[src/rtl/core/kvt_pkg.sv]
// ----------------------------------------------------------------------------
// kvt_pkg
// shared types and constants for the key-value table
// ----------------------------------------------------------------------------
package kvt_pkg;

  // fixed port widths of the request and result words
  localparam int unsigned KVT_KEY_W   = 32;
  localparam int unsigned KVT_VALUE_W = 32;

  // default configuration
  localparam int unsigned KVT_ENTRIES    = 16;
  localparam int unsigned KVT_KEY_BITS   = 32;
  localparam int unsigned KVT_VALUE_BITS = 32;

  typedef enum logic [1:0] {
    REQ_DEFINE = 2'd0,
    REQ_QUERY  = 2'd1,
    REQ_GET    = 2'd2,
    REQ_DELETE = 2'd3
  } kvt_req_e;

  // controller to datapath
  typedef struct packed {
    logic load;     // capture request, restart the scan
    logic scan_rd;  // read the entry at the scan pointer
    logic exec;     // apply the update, fetch the value
  } kvt_cmd_t;

  // datapath to controller
  typedef struct packed {
    logic scan_last;  // scan pointer is on the last entry
  } kvt_stat_t;

endpackage

[src/rtl/core/key_value_table.sv]
// ----------------------------------------------------------------------------
// key_value_table
// fixed-size key-value store with a linear search over its entries
// ----------------------------------------------------------------------------
// One request word is taken when start is high while busy is low. The block
// then walks every entry once with a single key comparator, one entry a
// cycle. After the last entry is read, the sequencer passes through a flush
// state that finishes the last compare, an update state that writes the
// table and a response state that presents the result. busy stays high
// through the response state, so the block takes no new request before it is
// through with the last one; the next request is taken in the idle state that
// follows. The result word sits on found_o, read_value_o and status_o for the
// single cycle in which done_o is high; there is no way to hold it, so the
// receiver must take it then. Occupancy marks are cleared by reset; the key
// and value stores are not, and need no clearing as an entry is only used
// once its mark is set.
//
// requests
//   define  overwrite the value of a present key, else claim the lowest free
//           entry; with no free entry nothing changes and status_o is set
//   query   report presence only
//   get     return the stored value of a present key, else zero
//   delete  free the entry that holds the key
// found_o always tells whether the key was present before the request.
// ----------------------------------------------------------------------------
module key_value_table
  import kvt_pkg::*;
#(
  parameter int unsigned ENTRIES    = KVT_ENTRIES,
  parameter int unsigned KEY_BITS   = KVT_KEY_BITS,
  parameter int unsigned VALUE_BITS = KVT_VALUE_BITS
) (
  input  logic                   clk_i,
  input  logic                   rst_ni,
  // request word
  input  logic                   start,
  output logic                   busy,
  input  logic [1:0]             req_type_i,
  input  logic [KVT_KEY_W-1:0]   key_i,
  input  logic [KVT_VALUE_W-1:0] value_i,
  // result word, valid for one cycle
  output logic                   done_o,
  output logic                   found_o,
  output logic [KVT_VALUE_W-1:0] read_value_o,
  output logic                   status_o
);

  kvt_cmd_t  cmd;
  kvt_stat_t stat;

  // sequencer: idle, scan, flush the compare stage, update, respond
  kvt_ctrl u_ctrl (
    .clk_i  (clk_i),
    .rst_ni (rst_ni),
    .start  (start),
    .busy   (busy),
    .done_o (done_o),
    .cmd_o  (cmd),
    .stat_i (stat)
  );

  // stores, comparator and result registers
  kvt_datapath #(
    .ENTRIES    (ENTRIES),
    .KEY_BITS   (KEY_BITS),
    .VALUE_BITS (VALUE_BITS)
  ) u_datapath (
    .clk_i        (clk_i),
    .rst_ni       (rst_ni),
    .cmd_i        (cmd),
    .stat_o       (stat),
    .req_type_i   (req_type_i),
    .key_i        (key_i),
    .value_i      (value_i),
    .found_o      (found_o),
    .read_value_o (read_value_o),
    .status_o     (status_o)
  );

endmodule

[src/rtl/core/kvt_ctrl.sv]
// ----------------------------------------------------------------------------
// kvt_ctrl
// request sequencer: accept, scan, flush, update, respond
// ----------------------------------------------------------------------------
module kvt_ctrl
  import kvt_pkg::*;
(
  input  logic      clk_i,
  input  logic      rst_ni,
  input  logic      start,
  output logic      busy,
  output logic      done_o,
  output kvt_cmd_t  cmd_o,
  input  kvt_stat_t stat_i
);

  typedef enum logic [4:0] {
    ST_IDLE  = 5'b00001,
    ST_SCAN  = 5'b00010,
    ST_FLUSH = 5'b00100,
    ST_EXEC  = 5'b01000,
    ST_RESP  = 5'b10000
  } kvt_state_e;

  kvt_state_e state_q, state_d;

  always_comb begin
    state_d       = state_q;
    cmd_o.load    = 1'b0;
    cmd_o.scan_rd = 1'b0;
    cmd_o.exec    = 1'b0;
    unique case (state_q)
      ST_IDLE: begin
        if (start) begin
          cmd_o.load = 1'b1;
          state_d    = ST_SCAN;
        end
      end
      ST_SCAN: begin
        cmd_o.scan_rd = 1'b1;
        if (stat_i.scan_last) begin
          state_d = ST_FLUSH;
        end
      end
      // last compare lands here
      ST_FLUSH: begin
        state_d = ST_EXEC;
      end
      ST_EXEC: begin
        cmd_o.exec = 1'b1;
        state_d    = ST_RESP;
      end
      ST_RESP: begin
        state_d = ST_IDLE;
      end
      default: begin
        state_d = ST_IDLE;
      end
    endcase
  end

  always_ff @(posedge clk_i or negedge rst_ni) begin
    if (!rst_ni) begin
      state_q <= ST_IDLE;
    end else begin
      state_q <= state_d;
    end
  end

  assign busy   = (state_q != ST_IDLE);
  assign done_o = (state_q == ST_RESP);

endmodule

[src/rtl/core/kvt_datapath.sv]
// ----------------------------------------------------------------------------
// kvt_datapath
// key and value stores, scan comparator and result registers
// ----------------------------------------------------------------------------
module kvt_datapath
  import kvt_pkg::*;
#(
  parameter int unsigned ENTRIES    = KVT_ENTRIES,
  parameter int unsigned KEY_BITS   = KVT_KEY_BITS,
  parameter int unsigned VALUE_BITS = KVT_VALUE_BITS
) (
  input  logic                   clk_i,
  input  logic                   rst_ni,
  input  kvt_cmd_t               cmd_i,
  output kvt_stat_t              stat_o,
  input  logic [1:0]             req_type_i,
  input  logic [KVT_KEY_W-1:0]   key_i,
  input  logic [KVT_VALUE_W-1:0] value_i,
  output logic                   found_o,
  output logic [KVT_VALUE_W-1:0] read_value_o,
  output logic                   status_o
);

  localparam int unsigned IDX_W   = (ENTRIES > 1) ? $clog2(ENTRIES) : 1;
  localparam int unsigned KEY_CUT = (KEY_BITS < KVT_KEY_W) ? KEY_BITS : KVT_KEY_W;
  localparam int unsigned VAL_CUT = (VALUE_BITS < KVT_VALUE_W) ? VALUE_BITS : KVT_VALUE_W;

  logic [KEY_BITS-1:0]   key_mem [ENTRIES];
  logic [VALUE_BITS-1:0] val_mem [ENTRIES];
  logic [ENTRIES-1:0]    valid_q;

  kvt_req_e              req_q;
  logic [KEY_BITS-1:0]   key_q;
  logic [VALUE_BITS-1:0] value_q;
  logic [KEY_BITS-1:0]   key_ext;
  logic [VALUE_BITS-1:0] value_ext;

  logic [IDX_W-1:0]      cnt_q;
  logic                  cmp_vld_q;
  logic [IDX_W-1:0]      rd_idx_q;
  logic [KEY_BITS-1:0]   key_rd_q;
  logic                  vld_rd_q;

  logic                  hit_vld_q;
  logic [IDX_W-1:0]      hit_idx_q;
  logic                  free_vld_q;
  logic [IDX_W-1:0]      free_idx_q;
  logic [IDX_W-1:0]      wr_idx;

  logic                  found_q;
  logic                  status_q;
  logic                  rd_sel_q;
  logic [VALUE_BITS-1:0] val_rd_q;

  // fit the port words to the stored widths
  always_comb begin
    key_ext                  = '0;
    key_ext[KEY_CUT-1:0]     = key_i[KEY_CUT-1:0];
    value_ext                = '0;
    value_ext[VAL_CUT-1:0]   = value_i[VAL_CUT-1:0];
  end

  always_ff @(posedge clk_i) begin
    if (cmd_i.load) begin
      req_q   <= kvt_req_e'(req_type_i);
      key_q   <= key_ext;
      value_q <= value_ext;
    end
  end

  assign stat_o.scan_last = (cnt_q == IDX_W'(ENTRIES - 1));

  // scan pointer and compare pipeline control
  always_ff @(posedge clk_i or negedge rst_ni) begin
    if (!rst_ni) begin
      cnt_q      <= '0;
      cmp_vld_q  <= 1'b0;
      hit_vld_q  <= 1'b0;
      free_vld_q <= 1'b0;
    end else begin
      cmp_vld_q <= cmd_i.scan_rd;
      if (cmd_i.load) begin
        cnt_q      <= '0;
        hit_vld_q  <= 1'b0;
        free_vld_q <= 1'b0;
      end else begin
        if (cmd_i.scan_rd) begin
          cnt_q <= cnt_q + 1'b1;
        end
        if (cmp_vld_q && vld_rd_q && (key_rd_q == key_q)) begin
          hit_vld_q <= 1'b1;
        end
        if (cmp_vld_q && !vld_rd_q && !free_vld_q) begin
          free_vld_q <= 1'b1;
        end
      end
    end
  end

  // registered read of the scanned entry and match bookkeeping
  always_ff @(posedge clk_i) begin
    if (cmd_i.scan_rd) begin
      key_rd_q <= key_mem[cnt_q];
      vld_rd_q <= valid_q[cnt_q];
      rd_idx_q <= cnt_q;
    end
    if (cmp_vld_q && vld_rd_q && (key_rd_q == key_q)) begin
      hit_idx_q <= rd_idx_q;
    end
    if (cmp_vld_q && !vld_rd_q && !free_vld_q) begin
      free_idx_q <= rd_idx_q;
    end
  end

  assign wr_idx = hit_vld_q ? hit_idx_q : free_idx_q;

  // key and value stores
  always_ff @(posedge clk_i) begin
    if (cmd_i.exec && (req_q == REQ_DEFINE)) begin
      if (hit_vld_q) begin
        val_mem[wr_idx] <= value_q;
      end else if (free_vld_q) begin
        key_mem[wr_idx] <= key_q;
        val_mem[wr_idx] <= value_q;
      end
    end
    if (cmd_i.exec && (req_q == REQ_GET)) begin
      val_rd_q <= val_mem[hit_idx_q];
    end
  end

  // occupancy marks
  always_ff @(posedge clk_i or negedge rst_ni) begin
    if (!rst_ni) begin
      valid_q <= '0;
    end else if (cmd_i.exec) begin
      if ((req_q == REQ_DEFINE) && !hit_vld_q && free_vld_q) begin
        valid_q[wr_idx] <= 1'b1;
      end else if ((req_q == REQ_DELETE) && hit_vld_q) begin
        valid_q[hit_idx_q] <= 1'b0;
      end
    end
  end

  always_ff @(posedge clk_i) begin
    if (cmd_i.exec) begin
      found_q  <= hit_vld_q;
      status_q <= (req_q == REQ_DEFINE) && !hit_vld_q && !free_vld_q;
      rd_sel_q <= (req_q == REQ_GET) && hit_vld_q;
    end
  end

  always_comb begin
    read_value_o = '0;
    if (rd_sel_q) begin
      read_value_o[VAL_CUT-1:0] = val_rd_q[VAL_CUT-1:0];
    end
  end

  assign found_o  = found_q;
  assign status_o = status_q;

endmodule

[config.mk]
export PLATFORM = sky130hd
export DESIGN_NAME = key_value_table
export DESIGN_NICKNAME = d
export VERILOG_FILES = /design/src/rtl/core/kvt_pkg.sv /design/src/rtl/core/key_value_table.sv /design/src/rtl/core/kvt_ctrl.sv /design/src/rtl/core/kvt_datapath.sv
export SDC_FILE = /design/constraint.sdc
export NUM_CORES = 1
export LEC_CHECK = 0
export BUFFER_PORTS_ARGS = -buffer_cell sky130_fd_sc_hd__buf_4
export CORE_UTILIZATION = 62
export CTS_CLUSTER_SIZE = 25
export DETAILED_ROUTE_END_ITERATION = 10
export GPL_TIMING_DRIVEN = 1
export PLACE_DENSITY = 0.77
export SLEW_MARGIN = 20
export SYNTH_ARGS = -nofsm -noshare
export SYNTH_HDL_FRONTEND = slang
export SYNTH_SLANG_ARGS = --single-unit
[constraint.sdc]
create_clock -name clk_i -period 4.88 [get_ports clk_i]
set_input_delay 0.488 -clock clk_i [delete_from_list [all_inputs] [get_ports clk_i]]
set_output_delay 0.488 -clock clk_i [all_outputs]
set_load 0.01 [all_outputs]
==> flow_metrics.tcl, run 1 <==
set metrics [dict create \
    status "complete, no violations" \
    drc 0 \
    setup_violations 0 \
    netlist.area_leader.share 0.7814 \
    die_height_microns 271.3 \
    drt-total-wl_microns 102100 \
    gp_congestion 0.8062 \
    design_area_sq_um 51690 \
    yosysWarnings 0 \
    cp_data_required_time_ns 5.17 \
    syn_avg_cell_area_sq_um 24.79 \
    critical_path_class "register to register" \
    relSlewSlack 0.2234 \
    cts_tree "done" \
    mappedNetlistArea_sq_um 44960 \
    grt_pass1_vias 21800 \
    synth_area_leader_cell "edfxtp_1" \
    synth_cells 1814 \
    synth-seq-cells 1198 \
    grt_pass1_wl_microns 147200 \
    path_clk_slew_ns 0.06 \
    grt_max_degree 129 \
    end_kind "register" \
    h-tree-depth 3 \
    fin_skew_ns 0.03169 \
    async_reset_ff_frac 0.02337 \
    wire_per_inst_microns 32.77 \
    p_per_area_nw_per_um2 451.7 \
    tns_ns 0 \
    dp_hpwl_microns 52270 \
    preCtsSetupSlack_ns 1.485 \
    gr-usage-all-layers 0.2802 \
    hold_path_end "u_datapath.req_q[0]" \
    clockBufferDepth 3 \
    rows 98 \
    layout-drive-gt1-share 0.3175 \
    via_count 20860 \
    ant_nets 0 \
    regArea_sq_um 35850 \
    coreArea_sq_um 71610 \
    r2r-end "u_datapath.val_mem[13][20]" \
    yosysMostFrequentCell "edfxtp_1" \
    drv_slew 0 \
    dieArea_sq_um 73600 \
    min_path_type "input pin to register" \
    areaGrowthSynthToFinish_pct 14.97 \
    crit_buf_inv 1 \
    post_cts_resize_count 0 \
    start_util 0.6279 \
    worstPathCellList "buf_4 > nand3_1 > o21ai_0 > nand2_1 > nor2_4" \
    viasPerCell 6.695 \
    multi_input_area_sq_um 8917 \
    clock_latency_ns 0.71 \
    cts_made_buffers 113 \
    fill_cells 3841 \
    final.min_clock_period_ns 3.550 \
    first_pass_iters 8 \
    tightest_slew_ns 1.162 \
    dpl-instance-area_sq_um 47340 \
    rsz0062_at_grt "no" \
    fin_util 0.7219 \
    syn_nets 1884 \
    synth_area_leaders "edfxtp_1 (78%), mux4_2 (16%), dfrtp_1 (1.5%)" \
    synth_flop_cell "edfxtp_1" \
    cp_max_fo 32 \
    path_delay_family "simple AND/OR/NAND/NOR gates" \
    worstPathArrival_ns 3.84 \
    timing.final.crit_share 0.7274 \
    antenna_found_initial 1 \
    synth_edf_count 1170 \
    worstSetupStartpointType "register" \
    rr_startpoint "u_datapath.hit_idx_q[2]" \
    crit_slowest_cell "edfxtp_1" \
    nNetsFinal 2140 \
    holdPathStages 1 \
    hold_viol 0 \
    ys_seq_area_frac 0.7970 \
    leakage_nw 16.28 \
    cts.sinks 1198 \
    hold_slack_ns 0.02913 \
    hp-start "req_type_i[0]" \
    grt_overflow 0 \
    io_buffers 104 \
    peakVddDrop_v 0.0004593 \
    fp.dieW_microns 271.3 \
    ios 105 \
    cpPeakStageDelay_ns 0.96 \
    r2r_slack_ns 1.33 \
    synth_common_cells "edfxtp_1 (1170), mux4_2 (325), nor2_1 (42)" \
    setup_slack_ns 1.330 \
    ff2ff_path_depth 5 \
    fmax_ghz 0.2817 \
    drtIter0Drc 2549 \
    root_buffer "clkbuf_16" \
    maxCapViolCount 0 \
    synth_cell_types 50 \
]
[area by class of cell]
class / instances / area share
diodes: 1 / 0.00004841
clock buffers: 150 / 0.05816
clock inverters: 59 / 0.01145
inverters: 7 / 0.0005083
multi-input cells: 528 / 0.1725
flip-flops and latches: 1198 / 0.6935
well taps: 950 / 0.02299
repair buffers: 222 / 0.04088
[worst max-delay path by stage]
stage	startpoint	depth (start not counted)	to	slack [ns]
finish	u_datapath.hit_idx_q[2]	5	u_datapath.val_mem[13][20]	1.33
global route	u_datapath.hit_idx_q[2]	5	u_datapath.val_mem[13][20]	1.24
detailed placement	u_datapath.hit_idx_q[2]	5	u_datapath.val_mem[15][31]	1.49
CTS	u_datapath.hit_idx_q[2]	5	u_datapath.val_mem[12][20]	1.37
global placement	u_datapath.hit_idx_q[2]	5	u_datapath.val_mem[12][6]	1.53
floorplan	u_ctrl.state_q[3]	3	u_datapath.key_q[0]	0.57
[cell usage in the layout (no fill, tap or decap), types with 3 or more instances in the layout]
master / n
buf_16: 9
nand2_2: 3
nor2b_1: 4
and2_1: 32
dlygate4sd3_1: 65
nor4_1: 5
nand2_1: 13
xor2_1: 20
and3_1: 3
nor2_4: 31
clkinv_2: 15
edfxtp_1: 1170
dfrtp_4: 3
clkinv_1: 24
bufinv_16: 9
inv_1: 6
clkbuf_16: 113
inv_16: 3
clkbuf_8: 4
nand4_1: 4
a2bb2oi_1: 14
xnor2_1: 12
nor3_1: 6
nor2_1: 14
dfrtp_1: 23
buf_4: 139
nor3b_1: 3
inv_6: 4
a21o_1: 4
mux4_2: 325
nand3_1: 3
clkbuf_1: 33
buf_12: 8
[logic make-up (layout without fill, tap and decap cells)]
logic type	Yosys count	count (layout)	share of synthesized area
flops	1198	1198	0.7970
mux	326	326	0.1630
simple gates	138	138	0.01720
buf+inv	88	438	0.01069
xor+xnor	32	32	0.006233
compound gates	31	31	0.005593
fa+ha+maj	1	1	0.0002782
other cells	0	1	0
[report_power, final]
| group | leakage, nW | internal (mW) | switching (mW) |
|---|---|---|---|
| logic | 3.60 | 1.02 | 0.961 |
| clock network | 1.75 | 4.83 | 3.80 |
| registers | 10.9 | 12.0 | 0.721 |
[sequential cells by signal, indices dropped and copies added (netlist names), 5 cells and up]
| register | count |
|---|---|
| u_ctrl.state_q | 5 |
| u_datapath.key_mem | 512 |
| u_datapath.key_q | 32 |
| u_datapath.key_rd_q | 32 |
| u_datapath.val_mem | 512 |
| u_datapath.val_rd_q | 32 |
| u_datapath.valid_q | 16 |
| u_datapath.value_q | 32 |
[routing by layer]
layer / track usage / up-vias / routed length, microns
met5: 0 / - / 0
li1: - / 8276 / -
met1: 0.3713 / 11170 / 36710
met4: 0.08190 / 0 / 2988
met2: 0.4856 / 1228 / 54740
met3: 0.04644 / 187 / 7664
[stage by stage]
stage | power, mW | cells
2_1_floorplan | 14.02 | 1814
3_3_place_gp | 14.74 | 2827
3_5_place_dp | 14.83 | 2836
4_1_cts | 23.39 | 3110
5_1_grt | 23.93 | 3115
6_report | 23.35 | 3115
[repair_timing]
item / 4_1_cts / 5_1_grt
buffers inserted: 0 / 0
endpoints found under the hold margin: 91 / 0
hold buffers: 65 / 0
(Power assumes the default switching activity.)
==> run 2: changes to the inputs <==
CORE_UTILIZATION = 56   (was 62)
PLACE_DENSITY = 0.73   (was 0.77)
clock period = 3 ns   (was 4.88 ns; I/O delays follow)
==> run 2 against run 1 <==
Combinational power grew 68%. Routed wire length shrank 7.8%. Maximum frequency grew 33%.
==> flow_metrics.tcl, run 2 (same netlist as run 1, synthesis figures left out) <==
set metrics [dict create \
    p_seq_frac 0.545 \
    grt_overflow 0 \
    grt_pass1_vias 21500 \
    worstPathCellList "or3_4 > or2_1 > nor3_2 > nand2_1 > nor2_4 > buf_4" \
    coreArea_sq_um 79260 \
    r2r_slack_ns 0.33 \
    setup_violations 0 \
    ios 105 \
    rows 103 \
    cts_made_buffers 112 \
    fin_util 0.6591 \
    cpPeakStageDelay_ns 0.45 \
    root_buffer "clkbuf_16" \
    leakage_nw 16.46 \
    dieArea_sq_um 81430 \
    rsz0062_at_grt "no" \
    final.min_clock_period_ns 2.665 \
    cp_max_fo 18 \
    h-tree-depth 3 \
    fin_skew_ns 0.03439 \
    ff2ff_path_depth 6 \
    preCtsSetupSlack_ns 0.3508 \
    hold_viol 0 \
    relSlewSlack 0.2545 \
    end_kind "register" \
    grt_pass1_wl_microns 140400 \
    peakVddDrop_v 0.0006275 \
    hold_path_end "u_datapath.hit_vld_q" \
    maxCapViolCount 0 \
    design_area_sq_um 52240 \
    power.internal_mw 29.05 \
    clockBufferDepth 3 \
    timing.final.crit_share 0.8885 \
    p_clk_frac 0.367 \
    cp_data_required_time_ns 3.33 \
    cts_tree "done" \
    wire_per_inst_microns 29.06 \
    final_common_cell "edfxtp_1" \
    crit_slowest_cell "or3_4" \
    drt-total-wl_microns 94140 \
    power_mw 37.58 \
    holdPathStages 3 \
    ant_nets 0 \
    fmax_ghz 0.3752 \
    grt_max_degree 68 \
    layout-drive-gt1-share 0.3262 \
    io_buffers 104 \
    viasPerCell 6.215 \
    gp_congestion 0.7750 \
    first_pass_iters 5 \
    tightest_slew_ns 1.118 \
    comb_power_share 0.089 \
    top_regs "u_datapath.key_mem x512, u_datapath.val_mem x512" \
    dpl-instance-area_sq_um 48000 \
    final_cell_mix "edfxtp_1 (1170), mux4_2 (325), buf_4 (138)" \
    setup_slack_ns 0.3346 \
    gr-usage-all-layers 0.2375 \
    via_count 20140 \
    postCtsSetupBuffers 0 \
    p_sw_frac 0.2271 \
    worstSetupStartpointType "register" \
    dp_hpwl_microns 48960 \
    drv_slew 0 \
    cts.sinks 1198 \
    path_clk_slew_ns 0.06 \
    areaGrowthSynthToFinish_pct 16.19 \
    start_util 0.5673 \
    rr_startpoint "u_ctrl.state_q[4]" \
    status "complete, no violations" \
    clock_latency_ns 0.69 \
    tns_ns 0 \
    nNetsFinal 2165 \
    drc 0 \
    fp.dieW_microns 285.4 \
    drtIter0Drc 2089 \
    p_per_area_nw_per_um2 719.4 \
    hp-start "start" \
    r2r-end "u_datapath.val_mem[6][2]" \
    worstPathArrival_ns 3.00 \
    p_switching_mw 8.535 \
    min_path_type "input pin to register" \
    antenna_found_initial 0 \
    die_height_microns 285.4 \
    cp-startpoint "u_ctrl.state_q[4]" \
    critical_path_class "register to register" \
]
## run 2: critical path: cells and delay by family (launching register included)
family	cells	cell delay, ns
DFF	1	0.41
buffers and inverters	1	0.32
and+or+nand+nor	5	1.60
## run 2: per-stage QoR
step	cells	hold WS, ns
after global routing	3239	0.09782
after CTS	3239	0.07955
after global placement	2964	0.2602
after floorplan	1814	0.004409
after detailed placement	2964	0.2636
final	3240	0.1185
## run 2: metal layers
layer / wire length, microns / track usage / vias to the layer above
met5: 0 / 0 / -
li1: - / - / 8323
met3: 5806 / 0.03592 / 171
met2: 48470 / 0.4012 / 847
met4: 2744 / 0.07928 / 0
met1: 37120 / 0.3211 / 10790
## run 2: cell type report
type,count,area (sq um)
Sequential cell,1198,35850
Fill cell,4839,27020
Multi-Input combinational cell,528,8921
Clock buffer,139,2925
Timing Repair Buffer,248,2567
Tap cell,1050,1314
Clock inverter,69,639.4
Inverter,7,26.28
Antenna cell,1,2.502
## run 2: how the worst max path moves through the flow
stage                                      endpoint  slack [ns]
after floorplan           u_datapath.val_mem[12][0]       -0.31
after global placement     u_datapath.val_mem[7][6]        0.37
after detailed placement   u_datapath.val_mem[7][1]        0.35
after CTS                  u_datapath.val_mem[4][2]        0.34
after global routing       u_datapath.val_mem[7][2]        0.21
final                      u_datapath.val_mem[6][2]        0.33
## run 2: what timing repair did
item	in CTS	in global routing
hold buffers	67	0
resized for setup	0	0
hold endpoints to repair	94	0
## run 2: power by group through the flow
stage | Sequential [mW] | Combinational, mW | Clock [mW]
floorplan | 20.4 | 2.39 | 0
global placement | 20.7 | 3.25 | 0
detailed placement | 20.8 | 3.30 | 0
CTS | 20.5 | 3.39 | 14.0
global route | 20.6 | 3.54 | 14.6
finish | 20.5 | 3.33 | 13.8
==> run 3: changes to the inputs <==
CELL_PAD_IN_SITES_DETAIL_PLACEMENT = 1   (was not set)
CELL_PAD_IN_SITES_GLOBAL_PLACEMENT = 1   (was not set)
CORE_UTILIZATION = 50   (was 56)
==> run 3 against run 2 <==
The run now ends with design-rule violations left. Worst setup slack got worse by 0.13 ns. Via count up 1.4%. Design area up 0.85%. Final cell count up 4.2%. Core utilization fell by 6.6 points. Worst hold slack got worse by 0.027 ns. Largest cell class unchanged. Highest routed layer unchanged.
==> flow_metrics.tcl, run 3 (same netlist as run 1, synthesis figures left out) <==
set metrics [dict create \
    status "finished, violations left" \
    violations "design-rule violations" \
    clock_latency_ns 0.71 \
    setup_violations 0 \
    min_path_type "input pin to register" \
    multi_input_area_sq_um 8930 \
    tightest_slew_ns 0.8218 \
    first_pass_iters 10 \
    worstSetupStartpointType "register" \
    worstPathArrival_ns 3.17 \
    regArea_sq_um 35850 \
    dpl-instance-area_sq_um 48240 \
    gp_congestion 0.7498 \
    top_regs "u_datapath.key_mem x512, u_datapath.val_mem x512" \
    p_per_area_nw_per_um2 731.4 \
    relSlewSlack 0.4522 \
    holdPathStages 3 \
    path_clk_slew_ns 0.06 \
    crit_slowest_cell "or3_4" \
    cts.sinks 1198 \
    cp_max_fo 15 \
    cts_made_buffers 115 \
    ff2ff_path_depth 6 \
    viasPerCell 6.047 \
    critical_path_class "register to register" \
    drtIter0Drc 1947 \
    final_cell_mix "edfxtp_1 (1170), mux4_2 (325), buf_4 (155)" \
    rsz0062_at_grt "no" \
    cts_tree "done" \
    postCtsSetupBuffers 0 \
    preCtsSetupSlack_ns 0.2206 \
    leakage_nw 16.63 \
    h-tree-depth 3 \
    cp-startpoint "u_ctrl.state_q[4]" \
    ios 105 \
    dpl.cell_count 3094 \
    fmax_ghz 0.3583 \
    grt_max_degree 58 \
    r2r_slack_ns 0.21 \
    rr_startpoint "u_ctrl.state_q[4]" \
    root_buffer "clkbuf_16" \
    fp.dieW_microns 301.9 \
    fill_cells 7130 \
    hold_path_end "u_datapath.hit_vld_q" \
    gr-usage-all-layers 0.2344 \
    final.min_clock_period_ns 2.791 \
    clockBufferDepth 3 \
    fin_skew_ns 0.01574 \
    io_buffers 104 \
    hp-start "start" \
    cpPeakStageDelay_ns 0.44 \
    drv_slew 0 \
    nNetsFinal 2183 \
    grt_pass1_wl_microns 151200 \
    hold_viol 0 \
    drt-total-wl_microns 104000 \
    maxCapViolCount 0 \
    layout-drive-gt1-share 0.3380 \
    antenna_found_initial 1 \
    r2r-end "u_datapath.val_mem[6][14]" \
    die_height_microns 301.9 \
    grt_pass1_vias 22210 \
    grt_overflow 0 \
    ant_nets 0 \
    dp_hpwl_microns 58940 \
    timing.final.crit_share 0.9304 \
    areaGrowthSynthToFinish_pct 17.18 \
    via_count 20420 \
    dieArea_sq_um 91130 \
    cp_data_required_time_ns 3.38 \
    wire_per_inst_microns 30.79 \
    drc 16 \
    peakVddDrop_v 0.0005685 \
    end_kind "register" \
    final_cells 3376 \
    worstPathCellList "or3_4 > or2_1 > nor3_2 > nand2_1 > nor2_4 > buf_4" \
    setup_slack_ns 0.2089 \
    design_area_sq_um 52690 \
    start_util 0.5064 \
    final_common_cell "edfxtp_1" \
    rows 109 \
    coreArea_sq_um 88780 \
]
[run 3: metrics by stage]
step,hold slack [ns],power [mW],util,TNS [ns]
detailed placement,0.2613,24.35,0.5434,0
global placement,0.2527,24.13,0.5433,0
global route,0.08851,39.54,0.5934,0
finish,0.09199,38.54,0.5934,0
floorplan,0.004409,22.80,-,-173.02
CTS,0.03924,38.80,0.5934,0
[run 3: cell type report]
type                            count  area share
Antenna cell                        1  0.00004749
Sequential cell                  1198      0.6803
Clock buffer                      145     0.05854
Multi-Input combinational cell    528      0.1695
Timing Repair Buffer              263     0.05039
Inverter                            7   0.0004987
Tap cell                         1165     0.02767
Clock inverter                     69     0.01304
[run 3: worst max path at each step]
stage,endpoint,slack (ns)
after global placement,u_datapath.val_mem[6][6],0.32
after global routing,u_datapath.val_mem[6][9],0.12
final,u_datapath.val_mem[6][14],0.21
after detailed placement,u_datapath.val_mem[6][6],0.22
after floorplan,u_datapath.val_mem[12][0],-0.31
after CTS,u_datapath.val_mem[6][15],0.20
[run 3: critical path: cells and delay by family (launching register included)]
family,cells,cell delay [ns]
simple gates,5,1.71
flops,1,0.42
buf+inv,1,0.32
[run 3: metal layers]
layer | wire length, microns | track usage | share of wire
met3 | 5757 | 0.03627 | 0.055
met5 | 0 | 0 | 0
met4 | 3772 | 0.08959 | 0.036
met2 | 53560 | 0.3978 | 0.52
met1 | 40870 | 0.3083 | 0.39
[run 3: timing repair]
| action | 4_1_cts | 5_1_grt |
|---|---|---|
| hold buffers | 67 | 0 |
| endpoints found under the hold margin | 94 | 0 |
| gates resized for setup | 0 | 0 |
[run 3: power by group]
group          total (mW)  leakage (nW)  internal (mW)  switching (mW)
combinational        3.54          3.86           1.75            1.79
sequential           20.5          10.9           19.6           0.930
clock                14.5          1.84           8.31            6.20
